--- config.mk ---
export PLATFORM = sky130hd
export DESIGN_NAME = cst_front
export DESIGN_NICKNAME = d
export VERILOG_FILES = /design/src/hdl/cst_pkg.sv /design/src/hdl/cst_front.sv
export SDC_FILE = /design/constraint.sdc
export NUM_CORES = 1
export LEC_CHECK = 0
export BUFFER_PORTS_ARGS = -buffer_cell sky130_fd_sc_hd__buf_2
export CORE_MARGIN = 2
export CORE_UTILIZATION = 52
export DETAILED_ROUTE_END_ITERATION = 10
export GPL_TIMING_DRIVEN = 0
export PLACE_DENSITY = 0.83
export SLEW_MARGIN = 10
export SYNTH_ARGS = -nofsm -noshare
export SYNTH_HDL_FRONTEND = slang
export SYNTH_SLANG_ARGS = --single-unit
--- constraint.sdc ---
create_clock -name clk_i -period 10.35 [get_ports clk_i]
set_input_delay 2.07 -clock clk_i [delete_from_list [all_inputs] [get_ports clk_i]]
set_output_delay 2.07 -clock clk_i [all_outputs]
set_load 0.005 [all_outputs]
--- src/hdl/cst_pkg.sv ---
`timescale 1ns / 1ps
// ----------------------------------------------------------------------------
// cst_pkg
// Types, codes and helpers shared by the client session table modules.
// ----------------------------------------------------------------------------
package cst_pkg;

  // packet and command modes
  typedef enum logic [2:0] {
    MODE_DATA    = 3'd0,
    MODE_ALIVE   = 3'd1,
    MODE_PING    = 3'd2,
    MODE_CONNECT = 3'd3,
    MODE_DISC    = 3'd4,
    MODE_SWEEP   = 3'd5,
    MODE_DROP    = 3'd6,
    MODE_RSVD    = 3'd7
  } mode_e;

  // result actions
  typedef enum logic [3:0] {
    ACT_NONE     = 4'd0,
    ACT_DATA_OK  = 4'd1,
    ACT_STALE    = 4'd2,
    ACT_ALIVE    = 4'd3,
    ACT_REPLY    = 4'd4,
    ACT_ACCEPT   = 4'd5,
    ACT_REJECT   = 4'd6,
    ACT_LEFT     = 4'd7,
    ACT_TIMEOUT  = 4'd8,
    ACT_PING     = 4'd9,
    ACT_DROPPED  = 4'd10,
    ACT_UNKNOWN  = 4'd11
  } act_e;

  // configuration register indexes
  localparam logic [2:0] REG_CLIENT_CAP   = 3'd0;
  localparam logic [2:0] REG_ALLOW_CONN   = 3'd1;
  localparam logic [2:0] REG_TIMEOUT      = 3'd2;
  localparam logic [2:0] REG_IDLE_PAUSE   = 3'd3;
  localparam logic [2:0] REG_MIN_PING_GAP = 3'd4;
  localparam logic [2:0] REG_MAX_PING_GAP = 3'd5;

  // kind of table search an item needs
  typedef enum logic [1:0] {
    KIND_NONE  = 2'd0,
    KIND_UID   = 2'd1,
    KIND_PEER  = 2'd2,
    KIND_SWEEP = 2'd3
  } kind_e;

  typedef struct packed {
    mode_e       mode;
    logic [31:0] now;
    logic [31:0] uid;
    logic [31:0] addr;
    logic [15:0] port;
    logic [31:0] stamp;
    logic        common;
  } item_t;

  typedef struct packed {
    item_t item;
    kind_e kind;
  } cls_item_t;

  typedef struct packed {
    logic [4:0]  client_cap;
    logic        allow_conn;
    logic [15:0] timeout;
    logic [15:0] idle_pause;
    logic [15:0] min_gap;
    logic [15:0] max_gap;
  } cfg_t;

  typedef struct packed {
    logic [31:0] uid;
    logic [31:0] addr;
    logic [15:0] port;
    logic [31:0] heard;
    logic [31:0] sent;
    logic [31:0] psent;
    logic [31:0] stamp;
    logic [31:0] ping;
  } entry_t;

  typedef struct packed {
    act_e        action;
    logic [31:0] uid;
    logic [3:0]  slot;
    logic [31:0] ping;
    logic [31:0] addr;
    logic [15:0] port;
    logic        last;
  } res_t;

  function automatic res_t mk_res(act_e act, logic [31:0] uid, logic [3:0] slot,
                                  logic [31:0] ping, logic [31:0] addr,
                                  logic [15:0] port);
    res_t r;
    r.action = act;
    r.uid    = uid;
    r.slot   = slot;
    r.ping   = ping;
    r.addr   = addr;
    r.port   = port;
    r.last   = 1'b0;
    return r;
  endfunction

endpackage

--- src/hdl/cst_front.sv ---
`timescale 1ns / 1ps
// ----------------------------------------------------------------------------
// cst_front
// Input queue: accepts items, classifies the table search each one needs.
// ----------------------------------------------------------------------------
module cst_front (
  input  logic              clk_i,
  input  logic              rst_ni,
  input  logic              push,
  output logic              full,
  input  cst_pkg::item_t    item_i,
  output logic              item_valid_o,
  input  logic              item_take_i,
  output cst_pkg::cls_item_t item_o
);
  import cst_pkg::*;

  cls_item_t  buf_q [2];
  logic       wr_q, wr_d, rd_q, rd_d;
  logic [1:0] cnt_q, cnt_d;
  cls_item_t  cls;
  logic       do_push, do_pop;

  // classification of the incoming item
  always_comb begin
    cls.item = item_i;
    case (item_i.mode)
      MODE_DATA, MODE_ALIVE, MODE_PING, MODE_DROP: cls.kind = KIND_UID;
      MODE_CONNECT, MODE_DISC:                     cls.kind = KIND_PEER;
      MODE_SWEEP:                                  cls.kind = KIND_SWEEP;
      default:                                     cls.kind = KIND_NONE;
    endcase
  end

  assign full         = (cnt_q == 2'd2);
  assign item_valid_o = (cnt_q != 2'd0);
  assign item_o       = buf_q[rd_q];
  assign do_push      = push && !full;
  assign do_pop       = item_take_i && item_valid_o;

  // pointer and fill bookkeeping
  always_comb begin
    wr_d  = do_push ? ~wr_q : wr_q;
    rd_d  = do_pop ? ~rd_q : rd_q;
    cnt_d = cnt_q + {1'b0, do_push} - {1'b0, do_pop};
  end

  always_ff @(posedge clk_i or negedge rst_ni) begin
    if (!rst_ni) begin
      wr_q  <= 1'b0;
      rd_q  <= 1'b0;
      cnt_q <= 2'd0;
    end else begin
      wr_q  <= wr_d;
      rd_q  <= rd_d;
      cnt_q <= cnt_d;
    end
  end

  // item storage
  always_ff @(posedge clk_i) begin
    if (do_push) begin
      buf_q[wr_q] <= cls;
    end
  end

endmodule

==> reports/metrics.cfg <==
[run_status]
outcome=finished clean

[drt]
dr.pass1.iters=4
drt-initial-drc-count=286
viasPerCell=5.08
antenna_left=0
vias=5793
wl_per_cell_um=19.3
drc=0
drt_wl_total_mm=22.0

[logic_synthesis]
netlist.area_leader.share_pct=78.9
synth-async-reset-ratio_pct=1.32
yosysSeqAreaShare_pct=79.8
synth_top_cell_by_area=edfxtp_1
yosysWarnings=0
synth_ff_type=edfxtp_1
avgSynthCellArea_um2=23.3
synth_cells=489
synth_nets=643
synth_seq_cells=304
syn_area_mm2=0.0114
synth-edff-count=300
synth_area_leaders=edfxtp_1 79%, mux2_4 12%, mux2_2 5.9%
ys_types=18

[clock_network]
cts.path.max_buffers=3
cts_inserted_buffers=30
ctsResizeCount=0
hold_buffers=0
clock-sinks=304
clock_latency_ps=530
cts_root_buf=clkbuf_16
clk_pin_slew_ps=60
htreeDepth=1
post_cts_buffers=0
tritoncts=done

[global_route]
overflow=0
grt_pass1_wl_mm=33.3
grt_start_max_net_pins=59
antenna_found_initial=5
grt_pass1_vias=6092
grt_usage_pct=18.4

[placed_design]
gp_congestion=0.718
placed_cell_area_mm2=0.0135
dp_worst_setup_slack_ps=6460
dpl.hpwl_mm=15.0
port_buffers=303

[power_and_ir_drop]
p_leak_nw=5.74
peakVddDrop_mv=0.226
power_density_mw_per_mm2=284

[critical_path]
endpoint_kind=output port
path_class=flop to output port
cp_common_cell=buf_6
startpoint_type=flop
path_cells=buf_6 > buf_6 > buf_6 > mux2_4 > buf_2
crit_slowest_cell=dfrtp_1
arrival_ps=1890
cp_data_required_time_ps=8280
path_max_fanout=10
critical_path.max_stage_delay_ps=340

[sta]
max_freq_ghz=0.252
setup_viol=0
finalHoldViolations=0
finClkSkew_ps=9.12
fin_crit_sh_pct=38.3
timing.slew.headroom_pct=56.2
slew_violations=0
worstMarginPinSlew_ps=656
layout_setup_ws_ps=6390
fin_crit_ps=3960
hold_ws_ps=511
rsz0062_at_grt=no

[cells_and_area]
final_layout_size_suffix_gt1_share_pct=61.7
multi_input_comb_area_mm2=0.00216
nets=986
fin_area_mm2=0.0145
final_common_cell=buf_2
area_growth_syn_to_layout_pct=27.2
seqCellArea_mm2=0.00911
fill_cells=1429
fin_util_pct=67.0
layout_common_cells=309 x buf_2, 300 x edfxtp_1, 90 x mux2_4, 60 x mux2_2, 31 x clkbuf_16

[die]
rows=54
start_util_pct=52.6
dieArea_mm2=0.0232
coreArea_mm2=0.0217
pin_count=304
die_x_um=152
dieHeight_um=152

[job]
maxCapViolCount=0

[min_path]
hp-class=flop to flop

Yosys cell counts (all sizes together), types with 2 or more instances:
cell,number
edfxtp,300
nand2,2
mux2,150
nor2,2
ha,2
xnor2,3
buf,17
dfrtp,4
inv,2
layer usage:
layer | global-route usage (%) | routed length, um | up-vias
met3 | 5.75 | 1790 | 45
met1 | 21.4 | 8220 | 2856
met5 | 0 | 0 | -
met2 | 32.7 | 11400 | 241
li1 | - | - | 2651
met4 | 5.92 | 536 | 0
layout make-up:
type,count,share of cell area (%)
Antenna cell,5,0.0861
Tap cell,280,2.41
Inverter,2,0.0517
Multi-Input combinational cell,166,14.9
Timing Repair Buffer,311,11.8
Clock buffer,33,5.39
Buffer,17,1.06
Clock inverter,23,1.63
Sequential cell,304,62.7
critical path: cells and delay by family (launching register included):
family,cells,cell delay (ps)
buffers and inverters,4,690
flip-flops,1,340
multiplexers,1,320
stage by stage:
stage	setup TNS (ps)	cells	power, mW
detailed placement	0	1080	3.06
floorplan	0	489	2.58
global route	0	1139	4.30
CTS	0	1136	4.17
global placement	-315920	1072	3.05
finish	0	1141	4.12
sequential cells by signal, indices dropped and copies added, names as in the netlist:
name and flops:
cnt_q 2, wr_q 1, rd_q 1, buf_q 300
cell families (layout without fill, tap and decap cells):
logic type	count (synthesis)	count (layout)	synth area share, %
compound gates	1	1	0.0658
fa+ha+maj	2	2	0.219
flops	304	304	79.8
other cells	0	5	0
simple gates	8	8	0.351
xor+xnor	4	4	0.307
mux	151	151	17.8
buf+inv	19	386	1.41
final timing paths:
path | startpoint | to | slack (ps) | cells past startpoint
worst min-delay path | cnt_q[0] | cnt_q[0] | 510 | 1
worst max register to register | cnt_q[1] | buf_q[0][100] | 8060 | 6
min in group asynchronous | rst_ni | cnt_q[1] | 1330 | 1
max in group asynchronous | rst_ni | cnt_q[0] | 8910 | 1
worst min register to register | cnt_q[0] | cnt_q[0] | 510 | 1
worst max-delay path | rd_q | item_o[129] | 6390 | 5
power breakdown:
| part | internal, mW | leakage [nW] | switching [mW] | total [mW] |
|---|---|---|---|---|
| Combinational | 0.675 | 2.41 | 0.595 | 1.27 |
| Clock | 0.667 | 0.502 | 0.438 | 1.11 |
| Sequential | 1.68 | 2.83 | 0.0650 | 1.75 |
(Power assumes the default switching activity.)
