### src/hdl/cst_pkg.sv
`timescale 1ns / 1ps
// ----------------------------------------------------------------------------
// cst_pkg
// Types, codes and helpers shared by the client session table modules.
// ----------------------------------------------------------------------------
package cst_pkg;

  // packet and command modes
  typedef enum logic [2:0] {
    MODE_DATA    = 3'd0,
    MODE_ALIVE   = 3'd1,
    MODE_PING    = 3'd2,
    MODE_CONNECT = 3'd3,
    MODE_DISC    = 3'd4,
    MODE_SWEEP   = 3'd5,
    MODE_DROP    = 3'd6,
    MODE_RSVD    = 3'd7
  } mode_e;

  // result actions
  typedef enum logic [3:0] {
    ACT_NONE     = 4'd0,
    ACT_DATA_OK  = 4'd1,
    ACT_STALE    = 4'd2,
    ACT_ALIVE    = 4'd3,
    ACT_REPLY    = 4'd4,
    ACT_ACCEPT   = 4'd5,
    ACT_REJECT   = 4'd6,
    ACT_LEFT     = 4'd7,
    ACT_TIMEOUT  = 4'd8,
    ACT_PING     = 4'd9,
    ACT_DROPPED  = 4'd10,
    ACT_UNKNOWN  = 4'd11
  } act_e;

  // configuration register indexes
  localparam logic [2:0] REG_CLIENT_CAP   = 3'd0;
  localparam logic [2:0] REG_ALLOW_CONN   = 3'd1;
  localparam logic [2:0] REG_TIMEOUT      = 3'd2;
  localparam logic [2:0] REG_IDLE_PAUSE   = 3'd3;
  localparam logic [2:0] REG_MIN_PING_GAP = 3'd4;
  localparam logic [2:0] REG_MAX_PING_GAP = 3'd5;

  // kind of table search an item needs
  typedef enum logic [1:0] {
    KIND_NONE  = 2'd0,
    KIND_UID   = 2'd1,
    KIND_PEER  = 2'd2,
    KIND_SWEEP = 2'd3
  } kind_e;

  typedef struct packed {
    mode_e       mode;
    logic [31:0] now;
    logic [31:0] uid;
    logic [31:0] addr;
    logic [15:0] port;
    logic [31:0] stamp;
    logic        common;
  } item_t;

  typedef struct packed {
    item_t item;
    kind_e kind;
  } cls_item_t;

  typedef struct packed {
    logic [4:0]  client_cap;
    logic        allow_conn;
    logic [15:0] timeout;
    logic [15:0] idle_pause;
    logic [15:0] min_gap;
    logic [15:0] max_gap;
  } cfg_t;

  typedef struct packed {
    logic [31:0] uid;
    logic [31:0] addr;
    logic [15:0] port;
    logic [31:0] heard;
    logic [31:0] sent;
    logic [31:0] psent;
    logic [31:0] stamp;
    logic [31:0] ping;
  } entry_t;

  typedef struct packed {
    act_e        action;
    logic [31:0] uid;
    logic [3:0]  slot;
    logic [31:0] ping;
    logic [31:0] addr;
    logic [15:0] port;
    logic        last;
  } res_t;

  function automatic res_t mk_res(act_e act, logic [31:0] uid, logic [3:0] slot,
                                  logic [31:0] ping, logic [31:0] addr,
                                  logic [15:0] port);
    res_t r;
    r.action = act;
    r.uid    = uid;
    r.slot   = slot;
    r.ping   = ping;
    r.addr   = addr;
    r.port   = port;
    r.last   = 1'b0;
    return r;
  endfunction

endpackage

### src/hdl/cst_res_fifo.sv
`timescale 1ns / 1ps
// ----------------------------------------------------------------------------
// cst_res_fifo
// Two-entry result queue between the table engine and the result port.
// ----------------------------------------------------------------------------
module cst_res_fifo (
  input  logic          clk_i,
  input  logic          rst_ni,
  input  logic          wr_en_i,
  input  cst_pkg::res_t wr_data_i,
  output logic          wr_full_o,
  output logic          empty,
  input  logic          pop,
  output cst_pkg::res_t rd_data_o
);
  import cst_pkg::*;

  res_t       mem_q [2];
  logic       wr_q, rd_q;
  logic [1:0] cnt_q;
  logic       do_wr, do_rd;

  assign wr_full_o = (cnt_q == 2'd2);
  assign empty     = (cnt_q == 2'd0);
  assign rd_data_o = mem_q[rd_q];
  assign do_wr     = wr_en_i && !wr_full_o;
  assign do_rd     = pop && !empty;

  // pointers and fill count
  always_ff @(posedge clk_i or negedge rst_ni) begin
    if (!rst_ni) begin
      wr_q  <= 1'b0;
      rd_q  <= 1'b0;
      cnt_q <= 2'd0;
    end else begin
      if (do_wr) wr_q <= ~wr_q;
      if (do_rd) rd_q <= ~rd_q;
      cnt_q <= cnt_q + {1'b0, do_wr} - {1'b0, do_rd};
    end
  end

  // result storage
  always_ff @(posedge clk_i) begin
    if (do_wr) begin
      mem_q[wr_q] <= wr_data_i;
    end
  end

endmodule

### config.mk
export PLATFORM = sky130hd
export DESIGN_NAME = cst_res_fifo
export DESIGN_NICKNAME = d
export VERILOG_FILES = /design/src/hdl/cst_pkg.sv /design/src/hdl/cst_res_fifo.sv
export SDC_FILE = /design/constraint.sdc
export NUM_CORES = 1
export LEC_CHECK = 0
export BUFFER_PORTS_ARGS = -buffer_cell sky130_fd_sc_hd__buf_2
export CORE_UTILIZATION = 45
export CTS_CLUSTER_DIAMETER = 40
export DETAILED_ROUTE_END_ITERATION = 8
export PLACE_DENSITY = 0.7
export SLEW_MARGIN = 10
export SYNTH_ARGS = -nofsm -noshare
export SYNTH_HDL_FRONTEND = slang
export SYNTH_SLANG_ARGS = --single-unit
### constraint.sdc
create_clock -name clk_i -period 8 [get_ports clk_i]
set_input_delay 0.4 -clock clk_i [delete_from_list [all_inputs] [get_ports clk_i]]
set_output_delay 0.4 -clock clk_i [all_outputs]
set_load 0.03 [all_outputs]
==> impl_results.md <==
* Family with the most delay on the worst path: buffers and inverters
* Drt wl/cell at roughly 17 um
* Status: complete, no violations
* Share of the synthesized area in the top cell type at 0.784
* Slowest Stage Delay on Critical Path at 0.87 ns
* Cell Area, Placed at roughly 0.011 mm^2
* Routed WL at around 16,000 um
* Clock skew at 0.00644 ns
* Fmax at 319 MHz
* RSZ-0062 raised after global routing: false
* Capturing point of the worst reg2reg path: mem_q[0][87]$_DFFE_PP_
* P&R area growth vs syn at 27.0%
* Filler instances at 1,544
* Worst-Margin Slew at 1.06 ns
* Worst skew pair latency at 0.52 ns
* R2R setup slack at between 5 and 6 ns
* Core area at 0.0202 mm^2
* Post-synth top area cell: edfxtp_1
* RD Place Congestion at around 0.76
* Leakage power at 4.65 nW
* VDD IR max at 0.230 mV
* Commonest non-fill, non-tap cells in the layout: buf_2 (247), edfxtp_1 (242), mux2_4 (80), mux2_2 (41), clkbuf_16 (31)
* Critical Path Start: rd_q$_DFFE_PN0P_
* Post-CTS Setup Bufs at 0
* Final ANT Viol Nets at 0
* Area of the multi-input gates at 0.00177 mm^2
* PD cells at 414 mW/mm^2
* Placed Instances at 902
* First-pass DRT Iterations at 4
* Hold_sp: wr_data_i[24]
* Max Fanout on Critical Path at 44
* Ant diodes at 0
* GRT overflow at 0
* Required @ worst endpoint at 7.60 ns
* All-Layer GR Usage at 0.149
* CP cell instances: buf_4 -> mux2_2 -> buf_2
* Die Area at roughly 0.021 mm^2
* Post-synth net total at 522
* Rel. slew slack at 0.296
* Initial antenna violation count at 0
* Max Transition Viols Final at 0
* Buffers on Ports at 247
* First-pass GRT wire length at 25,000 um
* Worst-path clk slew at roughly 0.06 ns
* Worst setup EP type: primary output
* Standard-cell rows at 52
* Layout cell share with drive strength beyond 1 at 0.611
* Top cells by area, synth: edfxtp_1 (78%), mux2_4 (13%), mux2_2 (5.0%)
* Largest net degree at the start of global routing at 80
* Post-synthesis sequential area ratio at 0.795
* Synth Cell Area at roughly 0.0093 mm^2
* Unique cell type count in the Yosys netlist at 16
* CTS Sinks at 246
* DR iter-0 viols at approximately 150
* Final Cycle Share at 0.392
* CTS tree: yes
* Nets@finish at 794
* H-tree depth at 1
* Classification of the worst setup path: flip-flop to primary output
* Finished Cell Area at 0.0118 mm^2
* Synth Instances at roughly 400
* # Max-Cap Violations at 0
* Seq cells post-synth at around 250
* Drc violations at 0
* Syn Area/Cell at about 23 um^2
* IO Count at 248
* TritonCTS buffer count at 31
* Total number of vias at between 4,000 and 5,000
* Post-Route Setup TNS at 0 ns
* Chip Width at 145 um
* Yosys warns at 0
* Crit path buffers/inverters at 2
* Initial Util at 0.458
* Tot Pwr at around 4.9 mW
* Critical Path Source Type: flip-flop
* CP arrival at 2.74 ns
* Hold WC Path Type: primary input to flip-flop
* Number of cells on the critical path at 3
* Critical Path Slowest Stage Cell: dfrtp_4
* FF+latch area at about 0.0074 mm^2
* Vias in the first global route at 4,969
* Final setup fails at 0
* Commonest non-fill, non-tap cell in the layout: buf_2
* HPWL Detailed at 10,600 um
* Min Clock Period, post-route at 3.14 ns
* FF-to-FF Start: cnt_q[1]$_DFF_PN0_
* Crit path to: rd_data_o[8]
* Via/cell ratio at ~4.8
* Die height at 145 um
* R2r worst-path depth at 4
* CTS root buf: clkbuf_16
* Clock tree buffer depth at 3
* Finished Layout Cells at around 960
* Hold Fails Final Rpt at 0
worst min path at each step:
stage	cells after the start	to	slack (ns)
6_report	1	mem_q[0][24]$_DFFE_PP_	0.06
5_1_grt	1	mem_q[0][83]$_DFFE_PP_	0.04
4_1_cts	1	mem_q[0][83]$_DFFE_PP_	0.04
3_5_place_dp	1	cnt_q[1]$_DFF_PN0_	0.21
3_3_place_gp	1	cnt_q[0]$_DFF_PN0_	0.21
2_1_floorplan	0	cnt_q[0]$_DFF_PN0_	0.10
repair_timing:
| item | 4_1_cts | 5_1_grt |
|---|---|---|
| resized for setup | 0 | 0 |
| hold buffers | 1 | 0 |
| hold endpoints to repair | 4 | 0 |
logic make-up after synthesis:
group	share of synthesized area
DFF	0.795
muxes	0.179
buffers and inverters	0.0155
and+or+nand+nor	0.00324
xor gates and xnor gates	0.00378
adders and majority gates	0.00270
where the power goes:
group	leakage, nW	switching (mW)	internal, mW
logic	1.88	1.06	0.647
clock network	0.472	0.482	0.806
registers	2.29	0.117	1.77
total	4.65	1.66	3.22
worst register-to-register path: stages (launching register included):
cell and delay, ns:
dfrtp_1 0.40, nand2b_1 0.13, nand2_1 0.15, nor2_4 0.56, buf_4 0.94
area by class of cell:
class / instances / area share
clock buffer: 38 / 0.0682
inverter: 2 / 0.000638
multi-input combinational: 133 / 0.150
sequential: 246 / 0.627
timing repair buffer: 253 / 0.111
clock inverter: 17 / 0.0151
tap: 270 / 0.0287
state kept, by name (all words and copies together) (netlist names):
signal  count
mem_q     242
cnt_q       2
rd_q        1
wr_q        1
metrics by stage:
step	hold slack [ns]	utilization	worst slack (ns)
global placement	0.208	0.531	4.99
global route	0.0387	0.581	4.70
finish	0.0635	0.581	4.86
CTS	0.0354	0.580	4.76
floorplan	0.104	-	1.77
detailed placement	0.212	0.531	4.88
layer usage:
layer / part of all wire / track usage
met5: 0 / 0
met3: 0.087 / 0.0486
met2: 0.50 / 0.268
met4: 0.023 / 0.0389
met1: 0.39 / 0.172
cells in the mapped netlist, drive strengths merged:
library cell and count:
buf 14, nor2 2, edfxtp 242, and3 1, nand2 1, mux2 121
inv 2, xor2 1, nor2b 1, nand2b 1, dfrtp 4, xnor2 3
ha 2
Power figures use the tool's default switching activity.
